===== config.mk =====
export PLATFORM = sky130hd
export DESIGN_NAME = text_integer_field_parser_unit_flat
export DESIGN_NICKNAME = d
export VERILOG_FILES = /design/src/rtl/core/tip_pkg.sv /design/src/rtl/core/tip_in_if.sv /design/src/rtl/core/tip_out_if.sv /design/src/rtl/core/tip_cfg_regs.sv /design/src/rtl/core/tip_field_core.sv /design/src/rtl/core/tip_out_reg.sv /design/src/rtl/core/text_integer_field_parser_unit.sv /design/src/flat_wrapper.sv
export SDC_FILE = /design/constraint.sdc
export NUM_CORES = 1
export LEC_CHECK = 0
export BUFFER_PORTS_ARGS = -buffer_cell sky130_fd_sc_hd__buf_2
export CAP_MARGIN = 20
export CORE_MARGIN = 2
export CORE_UTILIZATION = 55
export CTS_BUF_LIST = sky130_fd_sc_hd__clkbuf_8 sky130_fd_sc_hd__clkbuf_16
export CTS_CLUSTER_SIZE = 40
export DETAILED_ROUTE_END_ITERATION = 16
export GPL_TIMING_DRIVEN = 0
export PLACE_DENSITY = 0.8
export SETUP_SLACK_MARGIN = 0.3
export SLEW_MARGIN = 5
export SYNTH_ARGS = -nofsm -noshare
export SYNTH_HDL_FRONTEND = slang
export SYNTH_SLANG_ARGS = --single-unit

===== constraint.sdc =====
create_clock -name clk -period 6 [get_ports clk]
set_input_delay 1.2 -clock clk [delete_from_list [all_inputs] [get_ports clk]]
set_output_delay 1.2 -clock clk [all_outputs]
set_load 0.1 [all_outputs]

===== src/rtl/core/tip_pkg.sv =====
// ---------------------------------------------------------------------------
// tip_pkg
// Shared types, codes and character constants of the integer field parser.
// ---------------------------------------------------------------------------
package tip_pkg;

  // Result status codes
  localparam logic [1:0] ST_CONVERTED  = 2'd0;
  localparam logic [1:0] ST_MATCH_FAIL = 2'd1;
  localparam logic [1:0] ST_INPUT_FAIL = 2'd2;

  // Register indexes on the configuration port
  localparam logic REG_HEX_MODE    = 1'b0;
  localparam logic REG_FIELD_WIDTH = 1'b1;
  localparam int   CfgAddrWidth    = 3;

  // Character codes
  localparam logic [7:0] CH_ZERO  = 8'h30;
  localparam logic [7:0] CH_NINE  = 8'h39;
  localparam logic [7:0] CH_LO_A  = 8'h61;
  localparam logic [7:0] CH_LO_F  = 8'h66;
  localparam logic [7:0] CH_UP_A  = 8'h41;
  localparam logic [7:0] CH_UP_F  = 8'h46;
  localparam logic [7:0] CH_PLUS  = 8'h2B;
  localparam logic [7:0] CH_MINUS = 8'h2D;
  localparam logic [7:0] CH_SPACE = 8'h20;
  localparam logic [7:0] CH_TAB   = 8'h09;
  localparam logic [7:0] CH_NL    = 8'h0A;
  localparam logic [7:0] CH_VT    = 8'h0B;
  localparam logic [7:0] CH_FF    = 8'h0C;
  localparam logic [7:0] CH_CR    = 8'h0D;

  typedef enum logic {
    PH_SKIP,
    PH_DIGITS
  } phase_t;

  // What one character does to the field
  typedef enum logic [2:0] {
    ACT_NONE,        // blank while skipping
    ACT_SIGN_HOLD,   // sign taken, field goes on
    ACT_SIGN_END,    // sign taken, width reached
    ACT_DIGIT_HOLD,  // digit taken, field goes on
    ACT_DIGIT_END,   // digit taken, width reached
    ACT_STOP,        // field ends, character not taken
    ACT_EOI_FAIL     // end of input before any usable character
  } act_t;

  typedef struct packed {
    logic       hex_mode;
    logic [7:0] field_width;
  } cfg_t;

  typedef struct packed {
    logic [1:0]  status;
    logic [31:0] value_bits;
    logic        char_consumed;
  } res_t;

endpackage


===== src/rtl/core/tip_in_if.sv =====
// ---------------------------------------------------------------------------
// tip_in_if
// Character request channel: one byte or an end-of-input mark per request.
// ---------------------------------------------------------------------------
interface tip_in_if;
  logic       valid;
  logic       ready;
  logic [7:0] ch;
  logic       end_of_input;

  modport source (output valid, output ch, output end_of_input, input ready);
  modport sink   (input valid, input ch, input end_of_input, output ready);
endinterface


===== src/rtl/core/tip_out_if.sv =====
// ---------------------------------------------------------------------------
// tip_out_if
// Field result channel: status, value and whether the character was taken.
// ---------------------------------------------------------------------------
interface tip_out_if;
  logic        valid;
  logic        ready;
  logic [1:0]  status;
  logic [31:0] value_bits;
  logic        char_consumed;

  modport source (output valid, output status, output value_bits,
                  output char_consumed, input ready);
  modport sink   (input valid, input status, input value_bits,
                  input char_consumed, output ready);
endinterface


===== src/rtl/core/tip_cfg_regs.sv =====
// ---------------------------------------------------------------------------
// tip_cfg_regs
// APB register file holding the number base and the field width.
// ---------------------------------------------------------------------------
module tip_cfg_regs (
  input  logic                              clk,
  input  logic                              rst,
  input  logic                              psel,
  input  logic                              penable,
  input  logic                              pwrite,
  input  logic [tip_pkg::CfgAddrWidth-1:0]  paddr,
  input  logic [31:0]                       pwdata,
  output logic [31:0]                       prdata,
  output logic                              pready,
  output tip_pkg::cfg_t                     cfg
);
  import tip_pkg::*;

  logic wr_en;
  logic reg_idx;

  assign pready  = 1'b1;
  assign reg_idx = paddr[2];
  assign wr_en   = psel && penable && pwrite;

  // Write on the access phase
  always_ff @(posedge clk) begin
    if (rst) begin
      cfg.hex_mode    <= 1'b0;
      cfg.field_width <= 8'd0;
    end else if (wr_en) begin
      case (reg_idx)
        REG_HEX_MODE:    cfg.hex_mode    <= pwdata[0];
        REG_FIELD_WIDTH: cfg.field_width <= pwdata[7:0];
        default: ;
      endcase
    end
  end

  // Read back
  always_comb begin
    case (reg_idx)
      REG_HEX_MODE:    prdata = {31'd0, cfg.hex_mode};
      REG_FIELD_WIDTH: prdata = {24'd0, cfg.field_width};
      default:         prdata = 32'd0;
    endcase
  end

endmodule


===== src/rtl/core/tip_field_core.sv =====
// ---------------------------------------------------------------------------
// tip_field_core
// Field state registers and the per-character decode and accumulate logic.
// ---------------------------------------------------------------------------
module tip_field_core (
  input  logic           clk,
  input  logic           rst,
  input  logic           step,
  input  logic [7:0]     ch,
  input  logic           end_of_input,
  input  tip_pkg::cfg_t  cfg,
  output logic           emit,
  output tip_pkg::res_t  res
);
  import tip_pkg::*;

  phase_t      phase, phase_next;
  logic [31:0] accum, accum_next;
  logic        minus_seen, minus_seen_next;
  logic [7:0]  chars_taken, chars_taken_next;
  logic        any_digit, any_digit_next;

  act_t        act;
  logic        is_blank;
  logic        is_sign;
  logic        dig_ok;
  logic [3:0]  dig_val;
  logic [7:0]  taken_inc;
  logic        full_now;
  logic        full_inc;
  logic [31:0] accum_step;
  logic [31:0] fin_accum;
  logic        fin_any;

  // Classify the character
  always_comb begin
    is_blank = ch inside {CH_SPACE, CH_TAB, CH_NL, CH_VT, CH_FF, CH_CR};
    is_sign  = (ch == CH_PLUS) || (ch == CH_MINUS);
    dig_ok   = 1'b0;
    dig_val  = 4'd0;
    if (ch inside {[CH_ZERO:CH_NINE]}) begin
      dig_ok  = 1'b1;
      dig_val = 4'(ch - CH_ZERO);
    end else if (ch inside {[CH_LO_A:CH_LO_F]}) begin
      dig_ok  = cfg.hex_mode;
      dig_val = 4'(ch - CH_LO_A + 8'd10);
    end else if (ch inside {[CH_UP_A:CH_UP_F]}) begin
      dig_ok  = cfg.hex_mode;
      dig_val = 4'(ch - CH_UP_A + 8'd10);
    end
  end

  // Width bookkeeping; the count saturates at its top
  assign taken_inc = (chars_taken == 8'hFF) ? chars_taken : chars_taken + 8'd1;
  assign full_now  = (cfg.field_width != 8'd0) && (chars_taken >= cfg.field_width);
  assign full_inc  = (cfg.field_width != 8'd0) && (taken_inc >= cfg.field_width);

  // Multiply-add: times 16 is a shift, times 10 is two shifts and an add
  assign accum_step = (cfg.hex_mode ? {accum[27:0], 4'd0}
                                    : ({accum[28:0], 3'd0} + {accum[30:0], 1'b0}))
                      + {28'd0, dig_val};

  // Decide what this character does
  always_comb begin
    act = ACT_NONE;
    if (phase == PH_SKIP) begin
      if (end_of_input) begin
        act = ACT_EOI_FAIL;
      end else if (is_blank) begin
        act = ACT_NONE;
      end else if (is_sign) begin
        act = full_inc ? ACT_SIGN_END : ACT_SIGN_HOLD;
      end else if (dig_ok) begin
        act = full_inc ? ACT_DIGIT_END : ACT_DIGIT_HOLD;
      end else begin
        act = ACT_STOP;
      end
    end else begin
      if (full_now || end_of_input || !dig_ok) begin
        act = ACT_STOP;
      end else begin
        act = full_inc ? ACT_DIGIT_END : ACT_DIGIT_HOLD;
      end
    end
  end

  // Next state
  always_comb begin
    phase_next       = phase;
    accum_next       = accum;
    minus_seen_next  = minus_seen;
    chars_taken_next = chars_taken;
    any_digit_next   = any_digit;
    case (act)
      ACT_NONE: ;
      ACT_SIGN_HOLD: begin
        phase_next       = PH_DIGITS;
        minus_seen_next  = (ch == CH_MINUS);
        chars_taken_next = taken_inc;
      end
      ACT_DIGIT_HOLD: begin
        phase_next       = PH_DIGITS;
        accum_next       = accum_step;
        any_digit_next   = 1'b1;
        chars_taken_next = taken_inc;
      end
      ACT_SIGN_END, ACT_DIGIT_END, ACT_STOP, ACT_EOI_FAIL: begin
        phase_next       = PH_SKIP;
        accum_next       = 32'd0;
        minus_seen_next  = 1'b0;
        chars_taken_next = 8'd0;
        any_digit_next   = 1'b0;
      end
      default: ;
    endcase
  end

  // Result
  assign fin_accum = (act == ACT_DIGIT_END) ? accum_step : accum;
  assign fin_any   = (act == ACT_DIGIT_END) || any_digit;

  always_comb begin
    emit              = 1'b0;
    res.status        = ST_CONVERTED;
    res.value_bits    = 32'd0;
    res.char_consumed = 1'b0;
    case (act)
      ACT_EOI_FAIL: begin
        emit       = 1'b1;
        res.status = ST_INPUT_FAIL;
      end
      ACT_SIGN_END, ACT_DIGIT_END, ACT_STOP: begin
        emit              = 1'b1;
        res.char_consumed = (act != ACT_STOP);
        if (fin_any) begin
          res.status     = ST_CONVERTED;
          res.value_bits = minus_seen ? (32'd0 - fin_accum) : fin_accum;
        end else begin
          res.status = ST_MATCH_FAIL;
        end
      end
      default: ;
    endcase
  end

  // Hold the field state
  always_ff @(posedge clk) begin
    if (rst) begin
      phase       <= PH_SKIP;
      accum       <= 32'd0;
      minus_seen  <= 1'b0;
      chars_taken <= 8'd0;
      any_digit   <= 1'b0;
    end else if (step) begin
      phase       <= phase_next;
      accum       <= accum_next;
      minus_seen  <= minus_seen_next;
      chars_taken <= chars_taken_next;
      any_digit   <= any_digit_next;
    end
  end

  // While skipping, nothing of a field is left over
  a_skip_clean: assert property (@(posedge clk) disable iff (rst)
    phase == PH_SKIP |-> chars_taken == 8'd0 && !any_digit && !minus_seen
                         && accum == 32'd0)
    else $error("field state not clear while skipping");

  // Every result leaves the parser skipping
  a_emit_clears: assert property (@(posedge clk) disable iff (rst)
    step && emit |=> phase == PH_SKIP)
    else $error("field not cleared after result");

  // An input failure never takes the character
  a_eoi_fail: assert property (@(posedge clk) disable iff (rst)
    emit && res.status == ST_INPUT_FAIL |-> !res.char_consumed && phase == PH_SKIP)
    else $error("bad input failure result");

  // A match or input failure carries a zero value
  a_fail_zero: assert property (@(posedge clk) disable iff (rst)
    emit && res.status != ST_CONVERTED |-> res.value_bits == 32'd0)
    else $error("failure with nonzero value");

endmodule


===== src/rtl/core/tip_out_reg.sv =====
// ---------------------------------------------------------------------------
// tip_out_reg
// Result register driving the result channel.
// ---------------------------------------------------------------------------
module tip_out_reg (
  input  logic             clk,
  input  logic             rst,
  input  logic             load,
  input  tip_pkg::res_t    res,
  output logic             free,
  tip_out_if.source        fields
);
  import tip_pkg::*;

  logic valid;
  res_t hold;

  assign free = !valid || fields.ready;

  // Load a new result or drop the delivered one
  always_ff @(posedge clk) begin
    if (rst) begin
      valid <= 1'b0;
    end else if (load) begin
      valid <= 1'b1;
    end else if (fields.ready) begin
      valid <= 1'b0;
    end
  end

  always_ff @(posedge clk) begin
    if (load) begin
      hold <= res;
    end
  end

  assign fields.valid         = valid;
  assign fields.status        = hold.status;
  assign fields.value_bits    = hold.value_bits;
  assign fields.char_consumed = hold.char_consumed;

  // A load only happens into a free register
  a_no_overwrite: assert property (@(posedge clk) disable iff (rst)
    load |-> free)
    else $error("result overwritten before delivery");

endmodule


===== src/rtl/core/text_integer_field_parser_unit.sv =====
// ---------------------------------------------------------------------------
// text_integer_field_parser_unit
// Parses one integer field at a time from a character stream.
// ---------------------------------------------------------------------------
//  Channel   Dir  Handshake      Carries
//  chars     in   valid/ready    ch[7:0], end_of_input
//  fields    out  valid/ready    status[1:0], value_bits[31:0], char_consumed
//  apb       in   psel/penable   hex_mode (0x0), field_width (0x4)
//
//  One character per cycle sustained while the result side is free; a request
//  is held in the input register and its result, if any, is loaded into the
//  result register as it advances. The multiply-add on the accumulator sets the cycle time.
//  Reset (rst, synchronous) clears the field state, both registers and the
//  configuration. A stalled result holds the input register; characters
//  that produce no result still advance only when the result side is free.
// ---------------------------------------------------------------------------
module text_integer_field_parser_unit (
  input  logic                              clk,
  input  logic                              rst,
  input  logic                              psel,
  input  logic                              penable,
  input  logic                              pwrite,
  input  logic [tip_pkg::CfgAddrWidth-1:0]  paddr,
  input  logic [31:0]                       pwdata,
  output logic [31:0]                       prdata,
  output logic                              pready,
  tip_in_if.sink                            chars,
  tip_out_if.source                         fields
);
  import tip_pkg::*;

  cfg_t       cfg;
  logic       in_valid;
  logic [7:0] in_ch;
  logic       in_eoi;
  logic       out_free;
  logic       advance;
  logic       emit;
  res_t       res;

  tip_cfg_regs u_cfg (
    .clk     (clk),
    .rst     (rst),
    .psel    (psel),
    .penable (penable),
    .pwrite  (pwrite),
    .paddr   (paddr),
    .pwdata  (pwdata),
    .prdata  (prdata),
    .pready  (pready),
    .cfg     (cfg)
  );

  // Advance the held request when the result side can take its outcome
  assign advance     = in_valid && out_free;
  assign chars.ready = !in_valid || out_free;

  // Input register
  always_ff @(posedge clk) begin
    if (rst) begin
      in_valid <= 1'b0;
    end else if (chars.ready) begin
      in_valid <= chars.valid;
    end
  end

  always_ff @(posedge clk) begin
    if (chars.ready && chars.valid) begin
      in_ch  <= chars.ch;
      in_eoi <= chars.end_of_input;
    end
  end

  tip_field_core u_core (
    .clk          (clk),
    .rst          (rst),
    .step         (advance),
    .ch           (in_ch),
    .end_of_input (in_eoi),
    .cfg          (cfg),
    .emit         (emit),
    .res          (res)
  );

  tip_out_reg u_out (
    .clk    (clk),
    .rst    (rst),
    .load   (advance && emit),
    .res    (res),
    .free   (out_free),
    .fields (fields)
  );

  // A held request is never lost while the result side is stalled
  a_hold_in: assert property (@(posedge clk) disable iff (rst)
    in_valid && !out_free |=> in_valid && $stable(in_ch) && $stable(in_eoi))
    else $error("held request changed while stalled");

endmodule

===== src/flat_wrapper.sv =====
// flat-port wrapper written by rule: the top's interface ports become plain ports
module text_integer_field_parser_unit_flat import tip_pkg::*;
  (clk, rst, psel, penable, pwrite, paddr, pwdata, prdata, pready, chars_valid, chars_ch, chars_end_of_input, chars_ready, fields_valid, fields_status, fields_value_bits, fields_char_consumed, fields_ready);
  tip_in_if chars_i ();
  tip_out_if fields_i ();
  input  logic clk;
  input  logic rst;
  input  logic psel;
  input  logic penable;
  input  logic pwrite;
  input  logic [tip_pkg::CfgAddrWidth-1:0] paddr;
  input  logic [31:0] pwdata;
  output logic [31:0] prdata;
  output logic pready;
  input wire logic [$bits(chars_i.valid)-1:0] chars_valid;
  input wire logic [$bits(chars_i.ch)-1:0] chars_ch;
  input wire logic [$bits(chars_i.end_of_input)-1:0] chars_end_of_input;
  output wire logic [$bits(chars_i.ready)-1:0] chars_ready;
  output wire logic [$bits(fields_i.valid)-1:0] fields_valid;
  output wire logic [$bits(fields_i.status)-1:0] fields_status;
  output wire logic [$bits(fields_i.value_bits)-1:0] fields_value_bits;
  output wire logic [$bits(fields_i.char_consumed)-1:0] fields_char_consumed;
  input wire logic [$bits(fields_i.ready)-1:0] fields_ready;
  assign chars_i.valid = chars_valid;
  assign chars_i.ch = chars_ch;
  assign chars_i.end_of_input = chars_end_of_input;
  assign chars_ready = chars_i.ready;
  assign fields_valid = fields_i.valid;
  assign fields_status = fields_i.status;
  assign fields_value_bits = fields_i.value_bits;
  assign fields_char_consumed = fields_i.char_consumed;
  assign fields_i.ready = fields_ready;
  text_integer_field_parser_unit u_core (.clk(clk), .rst(rst), .psel(psel), .penable(penable), .pwrite(pwrite), .paddr(paddr), .pwdata(pwdata), .prdata(prdata), .pready(pready), .chars(chars_i), .fields(fields_i));
endmodule

==> results of run 1 <==
cell type report:
cell class	count	area, um^2
timing repair buffer	77	428
sequential	98	2400
clock inverter	7	36.3
tap	216	270
buffer	83	473
clock buffer	9	225
fill	1334	5710
inverter	25	93.8
multi-input combinational	936	6300
metrics by stage:
| stage | total power [W] | util, % | setup TNS (ps) | area, um^2 |
|---|---|---|---|---|
| finish | 0.00155 | 64.2 | 0 | 10200 |
| global route | 0.00159 | 64.2 | 0 | 10200 |
| CTS | 0.00154 | 63.5 | 0 | 10100 |
| detailed placement | 0.00103 | 61.2 | -9690 | 9760 |
| global placement | 0.00103 | 61.0 | -21770 | 9730 |
| floorplan | 0.000982 | - | 0 | 9120 |
cell families (layout without fill, tap and decap cells):
group	Yosys count	count (layout)	share of synthesized area [%]
AND/OR/NAND/NOR	444	444	25.0
AO/OA/AOI/OAI	321	321	25.3
buffers and inverters	108	201	5.83
flip-flops	98	98	26.6
XOR/XNOR	66	66	6.40
adder cells (fa/ha/maj)	55	55	7.79
multiplexers	25	25	3.01
other	2	25	0.0832
sequential cells by signal, indices dropped and copies added, names as in the netlist, 2 cells and up:
signal,cells
u_core.in_ch,8
u_core.u_cfg.cfg,9
u_core.u_core.accum,32
u_core.u_core.chars_taken,8
u_core.u_out.fields.status,2
u_core.u_out.fields.value_bits,32
critical path, stage by stage, from the launching register on:
cell       delay [ps]
dfxtp_1           400
ha_2              250
and3_1            250
nand3_4           140
mux2_2            340
ha_1              280
nand2_1            40
o21ai_0           170
a31oi_1           120
a2bb2oi_2         220
a2111oi_4         300
clkbuf_8          210
buf_4             210
buf_6             190
buf_6             200
mux2i_4           310
ha_2              260
o21ai_1           170
nor4b_2           320
buf_4             170
nand4_2           170
o31ai_2           240
xor2_1            180
nor2_1             60
worst max path at each step:
stage	startpoint	end	slack (ps)
2_1_floorplan	u_core.u_core.chars_taken[0]	u_core.u_out.fields.value_bits[30]	710
3_3_place_gp	u_core.u_core.chars_taken[0]	u_core.u_out.fields.value_bits[30]	-780
3_5_place_dp	u_core.u_core.chars_taken[0]	u_core.u_out.fields.value_bits[30]	-840
4_1_cts	u_core.u_core.chars_taken[0]	u_core.u_out.fields.value_bits[30]	310
5_1_grt	u_core.u_cfg.cfg[8]	u_core.u_out.fields.value_bits[31]	250
6_report	u_core.u_core.chars_taken[1]	u_core.u_out.fields.value_bits[30]	490
per-layer routing:
metal / vias to the layer above / GRT usage, % / routed length [um]
met1: 4322 / 36.5 / 10600
met2: 416 / 49.7 / 12600
met4: 0 / 12.6 / 978
met3: 77 / 4.04 / 1790
li1: 4351 / - / -
met5: - / 0 / 0
what timing repair did:
action | in CTS | in global routing
resized for setup | 21 | 21
buffers inserted | 2 | 6
hold buffers | 0 | 0
setup endpoints to repair | 27 | 38
pin swaps | 2 | 2
power breakdown:
group          internal, W  switching [W]
Combinational    0.0000579       0.000244
Clock             0.000275       0.000247
Sequential        0.000716      0.0000105
Total              0.00105       0.000502
synthesized netlist by cell type (all sizes together) (4+ instances only):
master / instances / share of area [%]
a2111oi: 7 / 1.2
a211o: 7 / 0.68
a211oi: 11 / 0.97
a21boi: 4 / 0.33
a21o: 17 / 1.4
a21oi: 76 / 4.3
a221oi: 5 / 0.55
a22oi: 25 / 2.1
a2bb2oi: 4 / 0.39
a31oi: 17 / 1.4
a32oi: 5 / 0.57
and2: 14 / 0.97
and3: 12 / 0.83
buf: 46 / 3.3
clkbuf: 37 / 1.5
dfxtp: 54 / 12
edfxtp: 44 / 15
ha: 53 / 7.3
inv: 25 / 1.0
mux2: 7 / 0.87
mux2i: 18 / 2.1
nand2: 125 / 5.2
nand2b: 8 / 0.55
nand3: 27 / 1.5
nand4: 23 / 1.8
nor2: 120 / 5.0
nor2b: 13 / 0.90
nor3: 35 / 2.1
nor3b: 9 / 0.75
nor4: 17 / 1.2
nor4b: 4 / 0.79
o211ai: 7 / 0.58
o21a: 12 / 1.0
o21ai: 58 / 3.4
o21bai: 4 / 0.33
o22ai: 4 / 0.28
o311ai: 4 / 0.39
o31a: 10 / 0.97
o31ai: 15 / 1.3
or2: 4 / 0.30
or3: 10 / 0.69
or4: 5 / 0.46
xnor2: 40 / 3.9
xor2: 26 / 2.5
==> flow_summary.toml, run 1 <==
[timing]
setup_ws_ps = 492
hold_viol = 0
relSlewSlack_pct = 38.2
fin_hold_ws_ps = 483
rsz0062_at_grt = "no"
drv_slew = 0
finalCritPeriodShare_pct = 91.8
period_minus_slack_ps = 5510
timing.fmax_mhz = 182
tightestPinTransition_ps = 927
skew_ps = 9.82
setup_viol = 0

[clocking]
root_buffer = "clkbuf_16"
cts_tree = "yes"
clk_pin_slew_ps = 60
insertion_delay_ps = 350
cts_max_path_buffers = 2
htreeDepth = 3
numCtsBuffers = 9
cts_sinks = 98

[flow_run]
maxCapViolations = 0

[route]
num_vias = 9166
drc = 0
wire_per_inst_um = 17.9
routed_wl_um = 25900
ant_nets = 0
drtIter0Drc = 776
first_pass_iters = 5
vias_per_cell = 6.32

[die]
die_w_um = 132
rows = 46
die_area_um2 = 17500
initial_core_util_pct = 56.6
die_y_um = 132
core_area_um2 = 15900
ios = 121

[power_and_ir_drop]
p_per_area_nw_per_um2 = 152
ir_drop_mv = 0.163
total_leakage_power_nw = 4.09

[yosys]
synth-edff-count = 44
synth_area_um2 = 9030
synth_cell_types = 109
synth_seq_area_share_pct = 26.6
syn_area_per_cell_um2 = 8.07
syn_inst = 1119
synth_ff_type = "dfxtp_1"
synth_seq_cells = 98
synth_warnings = 0
async_reset_ff_share_pct = 0

[cells_and_area]
nNetsFinal = 1336
drive_above_1_share_pct = 16.0
final_common_cell = "nand2_1"
fin_cells = 1451
area_growth_pct = 13.3
layout_common_cells = "nand2_1 (125), nor2_1 (119), buf_2 (77), a21oi_1 (74), dfxtp_1 (52)"
num_antenna_cells = 0

[place]
port_buffers = 68
dp.cells = 1427
hpwlAfterDp_um = 19800
gp_congestion = 0.936
pre_cts_ws_ps = -845

[global_route]
grt_max_degree = 28
grt_use_total_pct = 29.0
grt_pass1_wl_um = 41900
overflow = 0
grt_pass1_vias = 8499
antenna_found_initial = 0

[min_path]
hold_path.class = "reg -> reg"
worstHoldEndpoint = "u_core.u_cfg.cfg[7]"
whs_path_depth = 2
worstHoldStart = "u_core.u_cfg.cfg[7]"

[critical_path]
rrSetupSlack_ps = 490
cp_max_fo = 10
end_kind = "flip-flop"
crit_type = "reg -> reg"
worst_ep_required_time_ps = 6080
r2r_end = "u_core.u_out.fields.value_bits[30]"
r2r_start = "u_core.u_core.chars_taken[1]"
arrival_ps = 5590
r2r_cells = 23
start_kind = "flip-flop"

[run_status]
outcome = "completed"
Power figures use the tool's default switching activity.
==> run 2, diff against run 1 <==
--- a/config.mk
+++ b/config.mk
@@ -5,6 +5,7 @@
 export SDC_FILE = /design/constraint.sdc
 export NUM_CORES = 1
 export LEC_CHECK = 0
+export ABC_AREA = 1
 export BUFFER_PORTS_ARGS = -buffer_cell sky130_fd_sc_hd__buf_2
 export CAP_MARGIN = 20
 export CORE_MARGIN = 2
@@ -13,7 +14,7 @@
 export CTS_CLUSTER_SIZE = 40
 export DETAILED_ROUTE_END_ITERATION = 16
 export GPL_TIMING_DRIVEN = 0
-export PLACE_DENSITY = 0.8
+export PLACE_DENSITY = 0.79
 export SETUP_SLACK_MARGIN = 0.3
 export SLEW_MARGIN = 5
 export SYNTH_ARGS = -nofsm -noshare
==> constraint.sdc (replaced) <==
create_clock -name clk -period 5.7 [get_ports clk]
set_input_delay 1.14 -clock clk [delete_from_list [all_inputs] [get_ports clk]]
set_output_delay 1.14 -clock clk [all_outputs]
set_load 0.1 [all_outputs]
==> flow_summary.toml, run 2 <==
[power_and_ir_drop]
p_total_w = 0.00185
total_leakage_power_nw = 5.35
p_per_area_nw_per_um2 = 174
ir_drop_mv = 0.186

[critical_path]
r2r_cells = 32
crit_type = "reg -> reg"
cp-startpoint = "u_core.u_core.chars_taken[0]"
r2r_start = "u_core.u_core.chars_taken[0]"
max_stage_delay_ps = 440
slowest_stage = "dfxtp_1"
r2r_end = "u_core.u_out.fields.value_bits[22]"
worst_ep_required_time_ps = 5800
arrival_ps = 4960
start_kind = "flip-flop"
end_kind = "flip-flop"
cp_common_cell = "nand2_1"
crit_end = "u_core.u_out.fields.value_bits[22]"
rrSetupSlack_ps = 830
cp_max_fo = 10

[clocking]
insertion_delay_ps = 360
clk_pin_slew_ps = 70
numCtsBuffers = 9
root_buffer = "clkbuf_16"
cts_max_path_buffers = 2
cts_setup_buffers = 0
cts_tree = "yes"
htreeDepth = 3
cts_sinks = 98

[yosys]
synth_top_area_cell = "nand2_1"
syn_inst = 1600
synth_seq_cells = 98
netlist.area_leader.share_pct = 21.1
synth-edff-count = 44
synth_seq_area_share_pct = 25.0
syn_area_per_cell_um2 = 6.02
yosysMostFrequentCell = "nand2_1"
synth_ff_type = "dfxtp_1"
synth_warnings = 0
netlist_top_cells_area = "nand2_1 (21%), edfxtp_1 (14%), dfxtp_1 (11%)"
async_reset_ff_share_pct = 0
synth_area_um2 = 9630
synth_cell_types = 50
synth_commonest_cells = "nand2_1 (542), inv_1 (227), nand3_1 (155)"

[cells_and_area]
final_common_cell = "nand2_1"
area_growth_pct = 10.6
layout_common_cells = "nand2_1 (542), inv_1 (228), nand3_1 (155), nor2_1 (141), a21oi_1 (101)"
num_antenna_cells = 0
post-route-util_pct = 62.0
nFillCells = 1733
nNetsFinal = 1809
fin_area_um2 = 10700
fin_cells = 1933
drive_above_1_share_pct = 12.2

[die]
rows = 48
die_w_um = 136
core_area_um2 = 17200
ios = 121
die_area_um2 = 18600
initial_core_util_pct = 56.0
die_y_um = 136

[place]
dp.cells = 1917
pre_cts_ws_ps = 611
place_area_um2 = 10400
hpwlAfterDp_um = 21800
port_buffers = 68
gp_congestion = 0.972

[timing]
timing.fmax_mhz = 205
drv_slew = 0
relSlewSlack_pct = 53.7
finalCritPeriodShare_pct = 85.4
rsz0062_at_grt = "no"
setup_viol = 0
setup_ws_ps = 831
period_minus_slack_ps = 4870
tightestPinTransition_ps = 694
skew_ps = 8.12
hold_viol = 0

[global_route]
grt_max_degree = 35
grt_use_total_pct = 30.0
antenna_found_initial = 0
grt_pass1_vias = 9483
grt_pass1_wl_um = 44400
overflow = 0

[route]
routed_wl_um = 27500
num_vias = 10400
drc = 0
ant_nets = 0
drtIter0Drc = 888
first_pass_iters = 6
wire_per_inst_um = 14.2
vias_per_cell = 5.36

[run_status]
outcome = "completed"

[min_path]
hold_path.class = "reg -> reg"

[flow_run]
maxCapViolations = 0
## run 2: changes by cell type in the layout (fill, tap and decap cells not counted), moves of 16 or more
cell	delta
nand3_1	+129
nand2_2	+18
xor2_1	-17
nor3_1	-19
mux2i_1	-16
nor2_1	+22
a21oi_1	+27
nor2_2	+21
nand2_1	+417
clkbuf_1	-17
inv_1	+204
a21o_1	-17
a22oi_1	-25
xnor2_1	-39
## run 2: worst min path at each step
stage	from	endpoint	slack, ps	cells past startpoint
floorplan	u_core.u_core.accum[31]	u_core.u_core.accum[31]	440	2
global placement	u_core.u_core.accum[31]	u_core.u_core.accum[31]	450	2
global route	u_core.u_core.accum[31]	u_core.u_core.accum[31]	490	2
finish	u_core.u_core.accum[31]	u_core.u_core.accum[31]	470	2
CTS	u_core.u_core.accum[31]	u_core.u_core.accum[31]	470	2
detailed placement	u_core.u_core.accum[31]	u_core.u_core.accum[31]	460	2
## run 2: cell families after synthesis
family | Yosys count | share of synthesized area, %
other | 2 | 0.0780
XOR/XNOR | 10 | 0.910
buffers and inverters | 299 | 13.1
AO/OA/AOI/OAI | 179 | 10.7
AND/OR/NAND/NOR | 957 | 42.9
adder cells (fa/ha/maj) | 55 | 7.30
flip-flops | 98 | 25.0
## run 2: through the flow
stage / setup TNS (ps) / hold slack, ps
after floorplan: 0 / 442
after CTS: 0 / 467
after global placement: -10120 / 454
final: 0 / 468
after global routing: 0 / 488
after detailed placement: 0 / 455
## run 2: timing repair
| item | 4_1_cts | 5_1_grt |
|---|---|---|
| endpoints found under the setup margin | 0 | 55 |
| hold buffers | 0 | 0 |
| gates resized for setup | 0 | 5 |
## run 2: power breakdown
part | internal, W | switching [W] | leakage (nW)
combinational | 0.000109 | 0.000378 | 4.34
clock | 0.000301 | 0.000299 | 0.140
sequential | 0.000756 | 0.0000101 | 0.864
## run 2: cell type report
| type | instances | area [um^2] | area share, % |
|---|---|---|---|
| plain buffers | 57 | 358 | 3.36 |
| clock buffers | 9 | 225 | 2.11 |
| clock inverters | 7 | 53.8 | 0.505 |
| inverters | 242 | 908 | 8.53 |
| multi-input cells | 1226 | 6060 | 56.9 |
| flip-flops and latches | 98 | 2400 | 22.6 |
| well taps | 225 | 282 | 2.64 |
| repair buffers | 69 | 360 | 3.38 |
## run 2: worst max-delay path, delay by kind of cell, from the launching register on
kind,cells,cell delay (ps)
flops,1,440
compound gates,2,320
buf+inv,5,520
simple gates,21,2460
xor+xnor,1,160
fa+ha+maj,3,680
## run 2: metal layers
layer,vias to the layer above,wire length [um],global-route usage [%]
met5,-,0,0
met4,0,1020,12.9
met3,75,1690,4.55
met2,366,12900,51.0
met1,4636,11900,37.6
li1,5286,-,-
